$ cat src/sv/pds_pkg.sv
// Package for the packed document boundary scanner.
// Holds widths, limits, register indexes and the record type passed from front to back.
// No dependencies.
package pds_pkg;

	localparam int unsigned POS_W = 32;
	localparam int unsigned ROW_W = 17;
	localparam int unsigned TOK_W = 21;
	localparam int unsigned CFG_IDX_W = 2;
	localparam int unsigned CFG_DATA_W = 17;

	localparam logic [ROW_W-1:0] MAX_ROW = 17'd65536;
	localparam logic [TOK_W-1:0] MAX_TOKENS = 21'd1048576;

	localparam logic [CFG_IDX_W-1:0] REG_ROW_LENGTH = 2'd0;
	localparam logic [CFG_IDX_W-1:0] REG_MULTIMODAL = 2'd1;

	localparam int unsigned QDEPTH = 4;
	localparam int unsigned QPTR_W = 2;
	localparam int unsigned QCNT_W = 3;

	// One classified token: up to two documents closed by it.
	typedef struct packed {
		logic             brk;
		logic             close;
		logic             fin;
		logic [TOK_W-1:0] end1;
		logic [ROW_W-1:0] len1;
		logic [TOK_W-1:0] end2;
		logic [ROW_W-1:0] len2;
	} close_rec_t;

endpackage

$ cat src/sv/pds_if.sv
// Channel interfaces for the packed document boundary scanner.
// Depends on pds_pkg for field widths.
interface pds_token_if;
	logic                          valid;
	logic                          ready;
	logic [pds_pkg::POS_W-1:0]     position_id;
	logic                          batch_end;

	modport source (output valid, position_id, batch_end, input ready);
	modport sink (input valid, position_id, batch_end, output ready);
endinterface

interface pds_result_if;
	logic                          valid;
	logic                          ready;
	logic [pds_pkg::TOK_W-1:0]     end_offset;
	logic [pds_pkg::ROW_W-1:0]     doc_length;
	logic [pds_pkg::ROW_W-1:0]     longest_so_far;
	logic [pds_pkg::TOK_W-1:0]     doc_count;
	logic                          boundary_seen;
	logic                          final_result;

	modport source (output valid, end_offset, doc_length, longest_so_far, doc_count,
		boundary_seen, final_result, input ready);
	modport sink (input valid, end_offset, doc_length, longest_so_far, doc_count,
		boundary_seen, final_result, output ready);
endinterface

$ cat src/sv/packed_document_boundary_scanner.sv
// Top level of the packed document boundary scanner.
// Depends on pds_pkg, the channel interfaces, pds_front, pds_queue and pds_back.
//
// Usage: the position IDs of a packed batch enter on the tokens channel, one
// transaction per token, row after row; batch_end marks the last token of the batch.
// Each document that closes (at an in-row boundary or at a row end) leaves as one
// transaction on the results channel. A token can close two documents; then the
// boundary result comes first and the row-end result second.
// Configuration goes through the write port: index 0 is row_length, index 1 is
// multimodal_mode. Writes are to be taken only while no token is in flight; the user must
// ensure this, as the block does not enforce it. A token's records pass through the record
// queue into the output register. Throughput: one token per cycle while the queue is not
// full. The output register moves one result per cycle while the receiver is ready, so a
// token that closes two documents gives two output transfers; the four-entry record queue
// between front and back absorbs such bursts. When the receiver stalls, the output register
// holds, the queue fills, and tokens.ready drops once it is full. Reset clears all batch
// state, sets row_length to one and multimodal_mode to zero, and empties the queue and the output register.
module packed_document_boundary_scanner (
	input  logic                           clk,
	input  logic                           arst_n,
	pds_token_if.sink                      tokens,
	pds_result_if.source                   results,
	input  logic                           wr_en,
	input  logic [pds_pkg::CFG_IDX_W-1:0]  wr_index,
	input  logic [pds_pkg::CFG_DATA_W-1:0] wr_data
);

	logic                push;
	logic                pop;
	logic                take;
	logic                not_empty;
	logic                full;
	pds_pkg::close_rec_t front_rec;
	pds_pkg::close_rec_t head_rec;

	// The front only stalls when the record queue has no room.
	assign tokens.ready = !full;
	assign take         = tokens.valid && !full;

	pds_front u_front (
		.clk         (clk),
		.arst_n      (arst_n),
		.wr_en       (wr_en),
		.wr_index    (wr_index),
		.wr_data     (wr_data),
		.take        (take),
		.position_id (tokens.position_id),
		.batch_end   (tokens.batch_end),
		.push        (push),
		.rec         (front_rec)
	);

	pds_queue u_queue (
		.clk       (clk),
		.arst_n    (arst_n),
		.push      (push),
		.push_rec  (front_rec),
		.pop       (pop),
		.head_rec  (head_rec),
		.not_empty (not_empty),
		.full      (full)
	);

	pds_back u_back (
		.clk        (clk),
		.arst_n     (arst_n),
		.head_rec   (head_rec),
		.head_valid (not_empty),
		.pop        (pop),
		.results    (results)
	);

endmodule

$ cat src/sv/pds_front.sv
// Front of the scanner: configuration registers, boundary detection and row tracking.
// Depends on pds_pkg; emits close_rec_t records toward the queue.
module pds_front (
	input  logic                           clk,
	input  logic                           arst_n,
	input  logic                           wr_en,
	input  logic [pds_pkg::CFG_IDX_W-1:0]  wr_index,
	input  logic [pds_pkg::CFG_DATA_W-1:0] wr_data,
	input  logic                           take,
	input  logic [pds_pkg::POS_W-1:0]      position_id,
	input  logic                           batch_end,
	output logic                           push,
	output pds_pkg::close_rec_t            rec
);

	logic [pds_pkg::ROW_W-1:0] row_length_q;
	logic                      multimodal_q;
	logic [pds_pkg::POS_W-1:0] prev_pos_q;
	logic [pds_pkg::ROW_W-1:0] column_q;
	logic [pds_pkg::ROW_W-1:0] doc_start_q;
	logic [pds_pkg::TOK_W-1:0] tokens_q;

	logic [pds_pkg::ROW_W-1:0] row_eff;
	logic [pds_pkg::POS_W:0]   step;
	logic                      brk;
	logic [pds_pkg::ROW_W-1:0] col_next;
	logic [pds_pkg::ROW_W-1:0] start_after;
	logic [pds_pkg::TOK_W-1:0] tokens_next;
	logic                      close;

	always_comb begin
		if (row_length_q == '0) begin
			row_eff = pds_pkg::ROW_W'(1);
		end else if (row_length_q > pds_pkg::MAX_ROW) begin
			row_eff = pds_pkg::MAX_ROW;
		end else begin
			row_eff = row_length_q;
		end
	end

	// The step is taken one bit wider than the positions, so it never wraps.
	assign step = {position_id[pds_pkg::POS_W-1], position_id}
		- {prev_pos_q[pds_pkg::POS_W-1], prev_pos_q};

	always_comb begin
		if (column_q == '0) begin
			brk = 1'b0;
		end else if (multimodal_q) begin
			brk = $signed(position_id) < $signed(prev_pos_q);
		end else begin
			brk = step != (pds_pkg::POS_W+1)'(1);
		end
	end

	assign col_next    = column_q + pds_pkg::ROW_W'(1);
	assign start_after = brk ? column_q : doc_start_q;
	assign tokens_next = (tokens_q < pds_pkg::MAX_TOKENS) ? tokens_q + pds_pkg::TOK_W'(1)
		: tokens_q;
	assign close       = (col_next >= row_eff) || batch_end;

	assign push       = take && (brk || close);
	assign rec.brk    = brk;
	assign rec.close  = close;
	assign rec.fin    = batch_end;
	assign rec.end1   = tokens_q;
	assign rec.len1   = column_q - doc_start_q;
	assign rec.end2   = tokens_next;
	assign rec.len2   = col_next - start_after;

	always_ff @(posedge clk or negedge arst_n) begin
		if (!arst_n) begin
			row_length_q <= pds_pkg::ROW_W'(1);
			multimodal_q <= 1'b0;
		end else if (wr_en) begin
			if (wr_index == pds_pkg::REG_ROW_LENGTH) begin
				row_length_q <= wr_data[pds_pkg::ROW_W-1:0];
			end else if (wr_index == pds_pkg::REG_MULTIMODAL) begin
				multimodal_q <= wr_data[0];
			end
		end
	end

	always_ff @(posedge clk or negedge arst_n) begin
		if (!arst_n) begin
			prev_pos_q  <= '0;
			column_q    <= '0;
			doc_start_q <= '0;
			tokens_q    <= '0;
		end else if (take) begin
			prev_pos_q <= batch_end ? '0 : position_id;
			tokens_q   <= batch_end ? '0 : tokens_next;
			if (close) begin
				column_q    <= '0;
				doc_start_q <= '0;
			end else begin
				column_q    <= col_next;
				doc_start_q <= start_after;
			end
		end
	end

endmodule

$ cat src/sv/pds_queue.sv
// Short register queue of close records between front and back.
// Depends on pds_pkg for the record type and depth.
module pds_queue (
	input  logic                clk,
	input  logic                arst_n,
	input  logic                push,
	input  pds_pkg::close_rec_t push_rec,
	input  logic                pop,
	output pds_pkg::close_rec_t head_rec,
	output logic                not_empty,
	output logic                full
);

	pds_pkg::close_rec_t        slots_q [pds_pkg::QDEPTH];
	logic [pds_pkg::QPTR_W-1:0] wr_ptr_q;
	logic [pds_pkg::QPTR_W-1:0] rd_ptr_q;
	logic [pds_pkg::QCNT_W-1:0] count_q;
	logic                       do_pop;

	assign not_empty = count_q != '0;
	assign full      = count_q == pds_pkg::QCNT_W'(pds_pkg::QDEPTH);
	assign head_rec  = slots_q[rd_ptr_q];
	assign do_pop    = pop && not_empty;

	always_ff @(posedge clk) begin
		if (push) begin
			slots_q[wr_ptr_q] <= push_rec;
		end
	end

	always_ff @(posedge clk or negedge arst_n) begin
		if (!arst_n) begin
			wr_ptr_q <= '0;
			rd_ptr_q <= '0;
			count_q  <= '0;
		end else begin
			if (push) begin
				wr_ptr_q <= wr_ptr_q + pds_pkg::QPTR_W'(1);
			end
			if (do_pop) begin
				rd_ptr_q <= rd_ptr_q + pds_pkg::QPTR_W'(1);
			end
			if (push && !do_pop) begin
				count_q <= count_q + pds_pkg::QCNT_W'(1);
			end else if (do_pop && !push) begin
				count_q <= count_q - pds_pkg::QCNT_W'(1);
			end
		end
	end

endmodule

$ cat src/sv/pds_back.sv
// Back of the scanner: running maximum, document count and the output register.
// Depends on pds_pkg and the result interface.
module pds_back (
	input  logic                clk,
	input  logic                arst_n,
	input  pds_pkg::close_rec_t head_rec,
	input  logic                head_valid,
	output logic                pop,
	pds_result_if.source        results
);

	logic                      out_valid_q;
	logic [pds_pkg::TOK_W-1:0] end_offset_q;
	logic [pds_pkg::ROW_W-1:0] doc_length_q;
	logic [pds_pkg::ROW_W-1:0] longest_out_q;
	logic [pds_pkg::TOK_W-1:0] doc_count_out_q;
	logic                      boundary_out_q;
	logic                      final_out_q;

	logic                      second_q;
	logic [pds_pkg::ROW_W-1:0] longest_q;
	logic [pds_pkg::TOK_W-1:0] docs_q;
	logic                      any_boundary_q;

	logic                      emit;
	logic                      cur_brk;
	logic [pds_pkg::TOK_W-1:0] cur_end;
	logic [pds_pkg::ROW_W-1:0] cur_len;
	logic [pds_pkg::ROW_W-1:0] longest_next;
	logic [pds_pkg::TOK_W-1:0] docs_next;
	logic                      boundary_next;
	logic                      last_of_rec;

	assign emit    = head_valid && (!out_valid_q || results.ready);
	// A boundary result goes out before the row-end result of the same token.
	assign cur_brk = head_rec.brk && !second_q;
	assign cur_end = cur_brk ? head_rec.end1 : head_rec.end2;
	assign cur_len = cur_brk ? head_rec.len1 : head_rec.len2;

	assign longest_next  = (cur_len > longest_q) ? cur_len : longest_q;
	assign docs_next     = (docs_q < pds_pkg::MAX_TOKENS) ? docs_q + pds_pkg::TOK_W'(1) : docs_q;
	assign boundary_next = any_boundary_q || cur_brk;
	assign last_of_rec   = !(cur_brk && head_rec.close);
	assign pop           = emit && last_of_rec;

	always_ff @(posedge clk or negedge arst_n) begin
		if (!arst_n) begin
			out_valid_q    <= 1'b0;
			second_q       <= 1'b0;
			longest_q      <= '0;
			docs_q         <= '0;
			any_boundary_q <= 1'b0;
		end else begin
			if (emit) begin
				out_valid_q <= 1'b1;
				second_q    <= !last_of_rec;
				if (!cur_brk && head_rec.fin) begin
					longest_q      <= '0;
					docs_q         <= '0;
					any_boundary_q <= 1'b0;
				end else begin
					longest_q      <= longest_next;
					docs_q         <= docs_next;
					any_boundary_q <= boundary_next;
				end
			end else if (results.ready) begin
				out_valid_q <= 1'b0;
			end
		end
	end

	always_ff @(posedge clk) begin
		if (emit) begin
			end_offset_q    <= cur_end;
			doc_length_q    <= cur_len;
			longest_out_q   <= longest_next;
			doc_count_out_q <= docs_next;
			boundary_out_q  <= boundary_next;
			final_out_q     <= !cur_brk && head_rec.fin;
		end
	end

	assign results.valid          = out_valid_q;
	assign results.end_offset     = end_offset_q;
	assign results.doc_length     = doc_length_q;
	assign results.longest_so_far = longest_out_q;
	assign results.doc_count      = doc_count_out_q;
	assign results.boundary_seen  = boundary_out_q;
	assign results.final_result   = final_out_q;

endmodule

$ cat src/flat_wrapper.sv
// flat-port wrapper written by rule: the top's interface ports become plain ports
module packed_document_boundary_scanner_flat 
  (clk, arst_n, wr_en, wr_index, wr_data, tokens_valid, tokens_position_id, tokens_batch_end, tokens_ready, results_valid, results_end_offset, results_doc_length, results_longest_so_far, results_doc_count, results_boundary_seen, results_final_result, results_ready);
  pds_token_if tokens_i ();
  pds_result_if results_i ();
  input  logic clk;
  input  logic arst_n;
  input  logic wr_en;
  input  logic [pds_pkg::CFG_IDX_W-1:0] wr_index;
  input  logic [pds_pkg::CFG_DATA_W-1:0] wr_data;
  input wire logic [$bits(tokens_i.valid)-1:0] tokens_valid;
  input wire logic [$bits(tokens_i.position_id)-1:0] tokens_position_id;
  input wire logic [$bits(tokens_i.batch_end)-1:0] tokens_batch_end;
  output wire logic [$bits(tokens_i.ready)-1:0] tokens_ready;
  output wire logic [$bits(results_i.valid)-1:0] results_valid;
  output wire logic [$bits(results_i.end_offset)-1:0] results_end_offset;
  output wire logic [$bits(results_i.doc_length)-1:0] results_doc_length;
  output wire logic [$bits(results_i.longest_so_far)-1:0] results_longest_so_far;
  output wire logic [$bits(results_i.doc_count)-1:0] results_doc_count;
  output wire logic [$bits(results_i.boundary_seen)-1:0] results_boundary_seen;
  output wire logic [$bits(results_i.final_result)-1:0] results_final_result;
  input wire logic [$bits(results_i.ready)-1:0] results_ready;
  assign tokens_i.valid = tokens_valid;
  assign tokens_i.position_id = tokens_position_id;
  assign tokens_i.batch_end = tokens_batch_end;
  assign tokens_ready = tokens_i.ready;
  assign results_valid = results_i.valid;
  assign results_end_offset = results_i.end_offset;
  assign results_doc_length = results_i.doc_length;
  assign results_longest_so_far = results_i.longest_so_far;
  assign results_doc_count = results_i.doc_count;
  assign results_boundary_seen = results_i.boundary_seen;
  assign results_final_result = results_i.final_result;
  assign results_i.ready = results_ready;
  packed_document_boundary_scanner u_core (.clk(clk), .arst_n(arst_n), .tokens(tokens_i), .results(results_i), .wr_en(wr_en), .wr_index(wr_index), .wr_data(wr_data));
endmodule
$ cat config.mk
export PLATFORM = sky130hd
export DESIGN_NAME = packed_document_boundary_scanner_flat
export DESIGN_NICKNAME = d
export VERILOG_FILES = /design/src/sv/pds_pkg.sv /design/src/sv/pds_if.sv /design/src/sv/packed_document_boundary_scanner.sv /design/src/sv/pds_front.sv /design/src/sv/pds_queue.sv /design/src/sv/pds_back.sv /design/src/flat_wrapper.sv
export SDC_FILE = /design/constraint.sdc
export NUM_CORES = 1
export LEC_CHECK = 0
export ABC_AREA = 1
export ABC_CLOCK_PERIOD_IN_PS = 8900
export CORE_MARGIN = 10
export CORE_UTILIZATION = 30
export DETAILED_ROUTE_END_ITERATION = 16
export DONT_BUFFER_PORTS = 1
export HOLD_SLACK_MARGIN = 0.12
export PLACE_DENSITY = 0.45
export SLEW_MARGIN = 10
export SYNTH_ARGS = -nofsm -noshare
export SYNTH_HDL_FRONTEND = slang
export SYNTH_SLANG_ARGS = --single-unit
$ cat constraint.sdc
create_clock -name clk -period 8.9 [get_ports clk]
set_input_delay 2.67 -clock clk [delete_from_list [all_inputs] [get_ports clk]]
set_output_delay 2.67 -clock clk [all_outputs]
set_load 0.005 [all_outputs]
# --- Word-level counts from Yosys, hierarchy flattened ---
# Memory sizes are Yosys's and may differ from the RTL's.
# Cells that the tools add are included.
# Widths: inputs -> output; s select.
totals:
  register_bits: 231
  ram_bits: 316
  inputBits: 57
  output_inout_bits: 80
  word_cells: 93
  n_memories: 1
op_classes:
  add_sub_neg: 10
  order_cmp: 6
  eq_ne: 3
  mux: 23
  bitwise_logic: 1
  reduce_logical: 29
mem_list:
  columns: ["memory", "words", "width", "read_ports", "rd_ports_with_merged_regs", "wr", "line_no", "text"]
  rows:
  - ["u_core.u_queue.slots_q", 4, 79, 1, 0, 1, "pds_queue.sv:14", "pds_pkg::close_rec_t slots_q [pds_pkg::QDEPTH];"]
ops:
  columns: ["operator", "n"]
  rows:
  - ["$mux 17", 8]
  - ["$mux 21", 5]
  - ["$add 21x1->21 const B", 2]
  - ["$lt 21x21->1 const B", 2]
  - ["$logic_not 17->1", 2]
  - ["$sub 17x17->17", 2]
  - ["$ne 33x1->1 const B", 1]
  - ["$sub 32x32->33", 1]
  - ["$lt 32x32->1", 1]
  - ["$mux 32", 1]
  - ["$add 17x1->17 const B", 1]
  - ["$ge 17x17->1", 1]
  - ["$gt 17x17->1", 1]
  - ["$gt 17x17->1 const B", 1]
  - ["$logic_and 1x1->1", 10]
  - ["$logic_not 1->1", 7]
  - ["$mux 1", 7]
  - ["$mux 3", 2]
  - ["$add 2x1->2 const B", 2]
  - ["$logic_or 1x1->1", 4]
  - ["$reduce_bool 2->1", 2]
  - ["$add 3x1->3 const B", 1]
  - ["$eq 3x3->1 const B", 1]
  - ["$reduce_and 3->1", 1]
  - ["other kinds (6)", 6]

# --- Depth between registers and ports, before layout ---
# Gate-level depths: netlist of the first run.
logic_depth:
  word_depth: 11
  depth_mapped: 36
  mapped_depth_nobuf: 36

# --- Hierarchy ---
# A second synthesis of the first run with hierarchy kept.
hier_totals:
  hier_cells: 2973
  hier_area_um2: 28716.3
modules_own_cells:
  columns: ["module", "instances", "cells_each", "area_per_inst_um2", "seq_area_each_um2"]
  rows:
  - ["pds_queue", 1, 977, 13300.3, 9664.3]
  - ["pds_front", 1, 1380, 9464.1, 2628.8]
  - ["pds_back", 1, 613, 5938.2, 3368.2]
  - ["packed_document_boundary_scanner", 1, 3, 13.8, 0.0]

# --- Worst setup path before layout of the first run ---
# OpenSTA, ideal clock, no wires.
synth_timing:
  kind: "input port to flip-flop"
  from: "input tokens_position_id[0]"
  to: "memory u_core.u_queue.slots_q[0][0] (netlist bit) (enable)"
  setup_ns: 0.517
  arrival_ns: 7.964
  required_time_ns: 8.383
  setup_slack_ns: 0.419
  path_stages: 24
  n_path_buf: 0
  cell_sequence: "inv_1 > ha_1 > fa_1 > inv_1 > nand3_1 > nand2_1 > nand2_1 > nand2_1 > nand2_1 > nand2_2 > nand2_1 > nand2_1 > nand2_1 > nand2_1 > nor2_1 > nand2_1 > nor2_1 > nand3_1 > nand2_2 > nand2_4 > nand2_8 > nand2_2 > nand2_4 > nor2_1"
synth_between:
  elab_chain_len: 8
  elab_cells_between_ends: 9
  cone_classes: "add/sub: 1; order compare: 1; eq/ne: 1; mux: 4; reduce/logical: 2"
synth_lines:
  columns: ["element", "line_no", "text"]
  rows:
  - ["start, declared", "flat_wrapper.sv:12", "input wire logic [$bits(tokens_i.position_id)-1:0] tokens_position_id;"]
  - ["$sub 32x32->33", "pds_front.sv:43", "- {prev_pos_q[pds_pkg::POS_W-1], prev_pos_q};"]
  - ["$ne 33x1->1", "pds_front.sv:51", "brk = step != (pds_pkg::POS_W+1)'(1);"]
  - ["$mux 1 (*)", "pds_front.sv:48", "end else if (multimodal_q) begin"]
  - ["$mux 1 (*)", "pds_front.sv:46", "if (column_q == '0) begin"]
  - ["$logic_or 1x1->1 (*)", "pds_front.sv:61", "assign push = take && (brk || close);"]
  - ["$logic_and 1x1->1 (*)", "pds_front.sv:61", null]
  - ["$mux 1 (*)", "pds_queue.sv:26", "if (push) begin"]
  - ["$mux 1 (implied by the code) (*)", "pds_queue.sv:27", "slots_q[wr_ptr_q] <= push_rec;"]
  - ["end, declared", "pds_queue.sv:14", null]
# Every way passes the cells marked *; elsewhere a longest branch is shown, timed or not.

==> reports/results.txt, run 1 <==
DR pass1 iterations = 5
P per Cell Area = 375 nW/um^2
largest family of logic cells by synthesized area = simple AND/OR/NAND/NOR gates
status = finished, final reports clean
Worst Path Arrival = 7.49 ns
routability cong. = 0.849
WL/cell = 17.7 microns
post-synth top area cell = edfxtp_1
mux cell area share after synthesis = 0.623%
Pint = 6.82 mW
Worst Path Required = 9.31 ns
total CTS buffers = 66
HP Class = flop to flop
Post-CTS Setup Inserts = 0
slew margin rel. = 37.5%
most frequent cells in the layout = nand2_1, inv_1, edfxtp_1, nor2_1, o21ai_0
Synth Register Bits = 547
Yosys warning total = 0
DRT iter0 DRCs = 1,331
antenna-violating nets left = 0
Filler cells = 9,117
Sink Count = 547
CTS tree = yes
Die ar. = 103,000 sq um
Overflow after GRT = 0
register area = 15,700 sq um
Port-buffer cells = 0
sequential fraction of the synthesis area = 57.8%
Synth Flop Type = edfxtp_1
combinational fraction of design power = 39.4%
P_sw = 4.60 mW
ranking of synthesized cells by area = edfxtp_1, dfrtp_1, nand2_1
Mapped Cells = 2,823
DR vias = 19,212
crit-path max cell delay = 0.41 ns
crit path launch type = input port
Max Slew Vio Count = 0
fin crit period = 7.09 ns
synthesized cell area = 27,100 sq um
VDD IR-drop max = 0.236 mV
Slew @ Worst Pin = 0.937 ns
initial core utilization = 30.2%
CTS resizes = 0
switching part of the total = 40.3%
setup violators final = 0
H-tree depth = 3
Post-synth EDFFs = 394
Nets = 2,982
area occupied by multi-input gates = 9510 sq um
Skew-Pair Late Insertion Delay = 0.61 ns
clock buffer depth = 3
share of layout cells above drive strength 1 = 5.45%
FFs w/ async S/R, synth = 28.0%
Final period util = 79.6%
vias in the first global route = 19,361
Post-Synth Simple-Gate Area = 16.3%
Synth Area in XOR/XNOR = 2.78%
Post-DP HPWL = 46,900 microns
worst-path fanout max = 19
Cells after DPL = 3,921
final WL = 71,400 microns
CP dominant cell by count = nand2_1
Cell variety after synth = 53
Compound-Gate Fraction of Synth Area = 9.89%
core area = 89,900 sq um
RSZ-0062 raised after global routing = false
Crit-path slowest cell = fa_1
Synth Area per Inst = 9.60 sq um
syn_nets = 2,992
CTS root buf = clkbuf_16
area share of the largest cell type after synthesis = 43.7%
Clock transition at path regs = 0.05 ns
Non-Filler Instances = 4,042
initial antenna violation count = 7
critical path capture point type = flop
global-route wire length before repair = 112,000 microns
Ports = 137
Final Hold Vio Count = 0
Die H = 321 microns
DR DRC count = 0
Max Cap Viol = 0
largest net degree at the start of global routing = 154
FMAX = 141 MHz
Site Rows = 110
aggregate global-route resource usage = 13.7%
Syn-to-layout area delta = 12.5%
drt via density = 4.75
Setup CP Type = input port to flop
Sum Neg Setup Slack = 0 ns
most common cell after layout, fill and taps aside = nand2_1
Clock Power Share = 22.8%
cts hold-fix bufs = 0
Flop pwr share = 37.8%
LEAKAGE = 12.8 nW
adder-cell share of the synthesized area = 5.32%
Final Skew = 0.0278 ns
Die X = 321 microns
[Yosys cell counts (4+ instances only)]
cell,number
nand2_1,499
inv_1,421
edfxtp_1,394
nor2_1,371
o21ai_0,205
dfrtp_1,152
o22ai_1,129
ha_1,108
nand3_1,94
a21oi_1,74
xor2_1,72
clkbuf_1,67
a31oi_1,40
nand4_1,24
nor3_1,20
buf_1,17
mux2_2,15
nor4_1,14
xnor2_1,14
buf_2,9
nand2_2,7
a21boi_0,6
nand3b_1,6
and2_1,5
nor2_2,5
fa_1,4
[routing by layer]
metal,global-route usage (%),routed length [microns],up-vias
li1,-,-,9463
met1,17.8,32700,9270
met2,22.9,33300,353
met3,2.93,3750,116
met4,3.75,1610,10
met5,0,74,-
[area by class of cell]
cell class / instances / area share [%]
inverter: 425 / 5.24
tap: 1176 / 4.83
sequential: 547 / 51.4
clock inverter: 18 / 0.882
clock buffer: 100 / 5.93
timing repair buffer: 17 / 0.542
antenna: 3 / 0.0246
multi-input combinational: 1756 / 31.2
[sequential cells by signal, indices dropped and copies added, names as in the netlist, 2 cells and up]
signal,cells
u_core.u_queue.slots_q,316
u_core.u_front.prev_pos_q,32
u_core.u_back.docs_q,21
u_core.u_back.results.doc_count,21
u_core.u_back.results.end_offset,21
u_core.u_front.tokens_q,21
u_core.u_back.longest_q,17
u_core.u_back.results.doc_length,17
u_core.u_back.results.longest_so_far,17
u_core.u_front.column_q,17
u_core.u_front.doc_start_q,17
u_core.u_front.row_length_q,17
u_core.u_queue.count_q,3
u_core.u_queue.rd_ptr_q,2
u_core.u_queue.wr_ptr_q,2
[per-stage QoR]
stage          instance area, sq um  utilization [%]  worst slack [ns]  hold WS (ns)  power, mW
3_5_place_dp                  28400             31.6              1.17         0.465       8.94
3_3_place_gp                  28400             31.6              1.19         0.462       8.81
6_report                      30500             33.9              1.81         0.477       11.4
4_1_cts                       30500             33.9              1.80         0.479       11.6
5_1_grt                       30500             33.9              1.16         0.493       12.3
2_1_floorplan                 27100                -             0.419         0.449       7.38
[worst paths after layout]
| path | start | cells after the start | end | slack [ns] |
|---|---|---|---|---|
| max | tokens_position_id[0] | 34 | u_core.u_queue.slots_q[1][15] | 1.81 |
| min | u_core.u_front.doc_start_q[7] | 2 | u_core.u_front.doc_start_q[7] | 0.48 |
| max reg2reg | u_core.u_queue.rd_ptr_q[0] | 16 | u_core.u_back.results.longest_so_far[6] | 2.65 |
| min reg2reg | u_core.u_front.doc_start_q[7] | 2 | u_core.u_front.doc_start_q[7] | 0.48 |
| max in group asynchronous | arst_n | 0 | u_core.u_queue.rd_ptr_q[0] | 6.73 |
| min in group asynchronous | arst_n | 0 | u_core.u_front.row_length_q[13] | 1.77 |
[power groups by stage]
stage          registers (mW)  logic [mW]  clock network [mW]
4_1_cts                  4.34        4.58                2.69
6_report                 4.31        4.51                2.60
3_3_place_gp             4.36        4.45                   0
2_1_floorplan            4.21        3.17                   0
3_5_place_dp             4.38        4.56                   0
5_1_grt                  4.39        5.14                2.79
[kinds of logic (layout without fill, tap and decap cells)]
group	count (synthesis)	in the layout
compound gates	478	478
simple gates	1064	1064
xor+xnor	86	86
fa+ha+maj	113	113
buf+inv	520	560
mux	15	15
flops	547	547
other cells	0	3
[critical path: cells and delay by family]
kind                     cells  cell delay [ns]
AND/OR/NAND/NOR             21             2.02
XOR/XNOR                     1             0.25
adder cells (fa/ha/maj)      3             0.90
AO/OA/AOI/OAI                7             1.49
buffers and inverters        2             0.14
Note: power is estimated with default switching activity, not from simulation.
==> run 2: changes to the inputs <==
--- a/config.mk
+++ b/config.mk
@@ -5,8 +5,8 @@
 export SDC_FILE = /design/constraint.sdc
 export NUM_CORES = 1
 export LEC_CHECK = 0
-export ABC_AREA = 1
-export ABC_CLOCK_PERIOD_IN_PS = 8900
+export ABC_AREA = 0
+export ABC_CLOCK_PERIOD_IN_PS = 7100
 export CORE_MARGIN = 10
 export CORE_UTILIZATION = 30
 export DETAILED_ROUTE_END_ITERATION = 16
==> constraint.sdc (replaced) <==
create_clock -name clk -period 7.1 [get_ports clk]
set_input_delay 2.13 -clock clk [delete_from_list [all_inputs] [get_ports clk]]
set_output_delay 2.13 -clock clk [all_outputs]
set_load 0.005 [all_outputs]
==> reports/results.txt, run 2 <==
core area = 87,200 sq um
Sum Neg Setup Slack = 0 ns
FMAX = 147 MHz
setup violators final = 0
share of layout cells above drive strength 1 = 22.5%
Biggest register = u_core.u_queue.slots_q
Yosys warning total = 0
clock buffer depth = 3
Nets = 2,283
DR DRC count = 0
Synth Register Bits = 547
final WL = 66,300 microns
Cell variety after synth = 78
global-route wire length before repair = 104,000 microns
DR pass1 iterations = 5
syn_nets = 2,146
P per Cell Area = 439 nW/um^2
Max Slew Vio Count = 0
Final period util = 96.1%
H-tree depth = 3
max reg flops = 316
crit path launch type = input port
most frequent cells in the layout = edfxtp_1, buf_4, dfrtp_1, nand2_1, inv_1
Die ar. = 101,000 sq um
Worst Path Required = 7.44 ns
LEAKAGE = 11.7 nW
WL/cell = 20.0 microns
Hold Worst Slack = 0.487 ns
routability cong. = 0.846
Hold Path Depth = 1
CP Capture Point = u_core.u_queue.slots_q[1][16]
worst-path fanout max = 5
Final Hold Vio Count = 0
total CTS buffers = 66
DR vias = 16,546
Post-synth EDFFs = 394
Port-buffer cells = 0
worst r2r path cells = 28
worst r2r src = u_core.u_front.prev_pos_q[1]
Synth Flop Type = edfxtp_1
Synth Area per Inst = 13.4 sq um
most common cell in the netlist = edfxtp_1
HP Class = flop to flop
Mapped Cells = 1,977
Post-DP HPWL = 43,800 microns
status = finished, final reports clean
fin crit period = 6.82 ns
Syn-to-layout area delta = 18.3%
largest net degree at the start of global routing = 154
Overflow after GRT = 0
most common cell after layout, fill and taps aside = edfxtp_1
sequential fraction of the synthesis area = 59.1%
ranking of synthesized cells by area = edfxtp_1, dfrtp_1, mux4_2
Site Rows = 108
Setup CP Type = input port to flop
area share of the largest cell type after synthesis = 44.7%
initial core utilization = 30.4%
DRT iter0 DRCs = 1,142
Skew-Pair Late Insertion Delay = 0.63 ns
CTS root buf = clkbuf_16
post-synth top area cell = edfxtp_1
Max Cap Viol = 0
CTS tree = yes
most frequent cells after synthesis = edfxtp_1, dfrtp_1, nand2_1
Worst Path Arrival = 7.17 ns
r2r setup slk = 1.32 ns
Clock transition at path regs = 0.06 ns
critical path capture point type = flop
Sink Count = 547
VDD IR-drop max = 0.252 mV
synthesized cell area = 26,500 sq um
capture point of the worst reg-to-reg path = u_core.u_queue.slots_q[1][16]
Regs by FF count = u_core.u_queue.slots_q (316), u_core.u_front.prev_pos_q (32)
Slew @ Worst Pin = 1.13 ns
n_diodes = 0
Die X = 317 microns
Die H = 317 microns
aggregate global-route resource usage = 13.2%
Final Skew = 0.0354 ns
drt via density = 4.98
Ports = 137
slew margin rel. = 24.4%
initial antenna violation count = 3
vias in the first global route = 17,312
cts hold-fix bufs = 0
crit path launch = tokens_position_id[1]
FFs w/ async S/R, synth = 28.0%
antenna-violating nets left = 0
## run 2: changes by cell type after synthesis, sizes merged, moves of 40 or more
| cell | previous run | this run |
|---|---|---|
| a22o | 0 | 41 |
| inv | 424 | 116 |
| mux2 | 15 | 76 |
| mux4 | 0 | 79 |
| nand2 | 510 | 139 |
| nand3 | 94 | 44 |
| nor2 | 376 | 70 |
| o21ai | 207 | 108 |
| o22ai | 129 | 5 |
| xnor2 | 14 | 56 |
| xor2 | 72 | 32 |
## run 2: cell families (layout without fill, tap and decap cells)
kind of cell             count (synthesis)  count (layout)  synth area share, %
multiplexers                           174             174                 10.7
AND/OR/NAND/NOR                        449             449                 8.66
XOR/XNOR                                89              89                 3.00
AO/OA/AOI/OAI                          384             384                 9.90
adder cells (fa/ha/maj)                112             112                 5.40
flip-flops                             547             547                 59.1
buffers and inverters                  222             412                 3.24
## run 2: per-stage QoR
step,instances,area [sq um],worst slack (ns),util (%),power (mW)
finish,3322,31300,0.278,36.0,13.8
global route,3322,31300,-0.0129,36.0,14.7
CTS,3315,31200,0.0124,35.8,14.0
detailed placement,3192,29000,-0.703,33.3,10.4
global placement,3192,29000,-0.551,33.3,10.4
floorplan,1977,26600,-0.188,-,8.49
## run 2: how the worst min path moves through the flow
| stage | from | to | slack (ns) |
|---|---|---|---|
| after floorplan | u_core.u_back.any_boundary_q | u_core.u_back.any_boundary_q | 0.45 |
| after global placement | u_core.u_back.any_boundary_q | u_core.u_back.any_boundary_q | 0.47 |
| after detailed placement | u_core.u_back.any_boundary_q | u_core.u_back.any_boundary_q | 0.47 |
| after CTS | u_core.u_back.any_boundary_q | u_core.u_back.any_boundary_q | 0.49 |
| after global routing | u_core.u_back.second_q | u_core.u_back.second_q | 0.52 |
| final | u_core.u_back.any_boundary_q | u_core.u_back.any_boundary_q | 0.49 |
## run 2: critical path, cell delays in order
cell and delay [ns]:
ha_1 0.26, nor2b_2 0.18, o31ai_4 0.28, a211oi_2 0.13
or3_4 0.44, or4_1 0.50, nand4_1 0.12, o2111ai_2 0.14
nor4_2 0.29, buf_4 0.16, o32ai_4 0.10, buf_6 0.15
mux2_4 0.20, ha_4 0.13, inv_2 0.04, fa_2 0.38
a21o_1 0.17, a21oi_2 0.16, nand2b_4 0.15, a21oi_2 0.06
nand4_1 0.12, nand4_1 0.10, o211ai_1 0.15, o21ai_1 0.13
o21ai_1 0.14, nand2b_1 0.08, xnor3_2 0.26
## run 2: metal layers
layer	vias up	share of wire, %	wire length (microns)	global-route usage [%]
met5	-	0.020	13	0
met1	8357	46	30800	17.7
li1	7803	-	-	-
met4	2	2.1	1400	3.45
met3	95	5.2	3440	3.32
met2	289	46	30600	21.1
## run 2: area by class of cell
class / instances / area, sq um
Sequential cell: 547 / 15700
Multi-Input combinational cell: 1208 / 10200
Clock buffer: 86 / 1800
Timing Repair Buffer: 174 / 1390
Fill cell: 8377 / 55800
Clock inverter: 35 / 393
Inverter: 117 / 444
Tap cell: 1155 / 1450
## run 2: where the power goes
group          total (mW)  leakage [nW]  switching [mW]  internal [mW]
Combinational        5.33          5.01            2.98           2.34
Sequential           5.07          5.62           0.371           4.70
Clock                3.37          1.03            1.41           1.97
## run 2: repair_timing
| action | in CTS | in global routing |
|---|---|---|
| gates cloned | 0 | 0 |
| setup buffers | 2 | 7 |
| pin swaps | 0 | 15 |
| setup endpoints to repair | 4 | 24 |
| resized for setup | 2 | 22 |
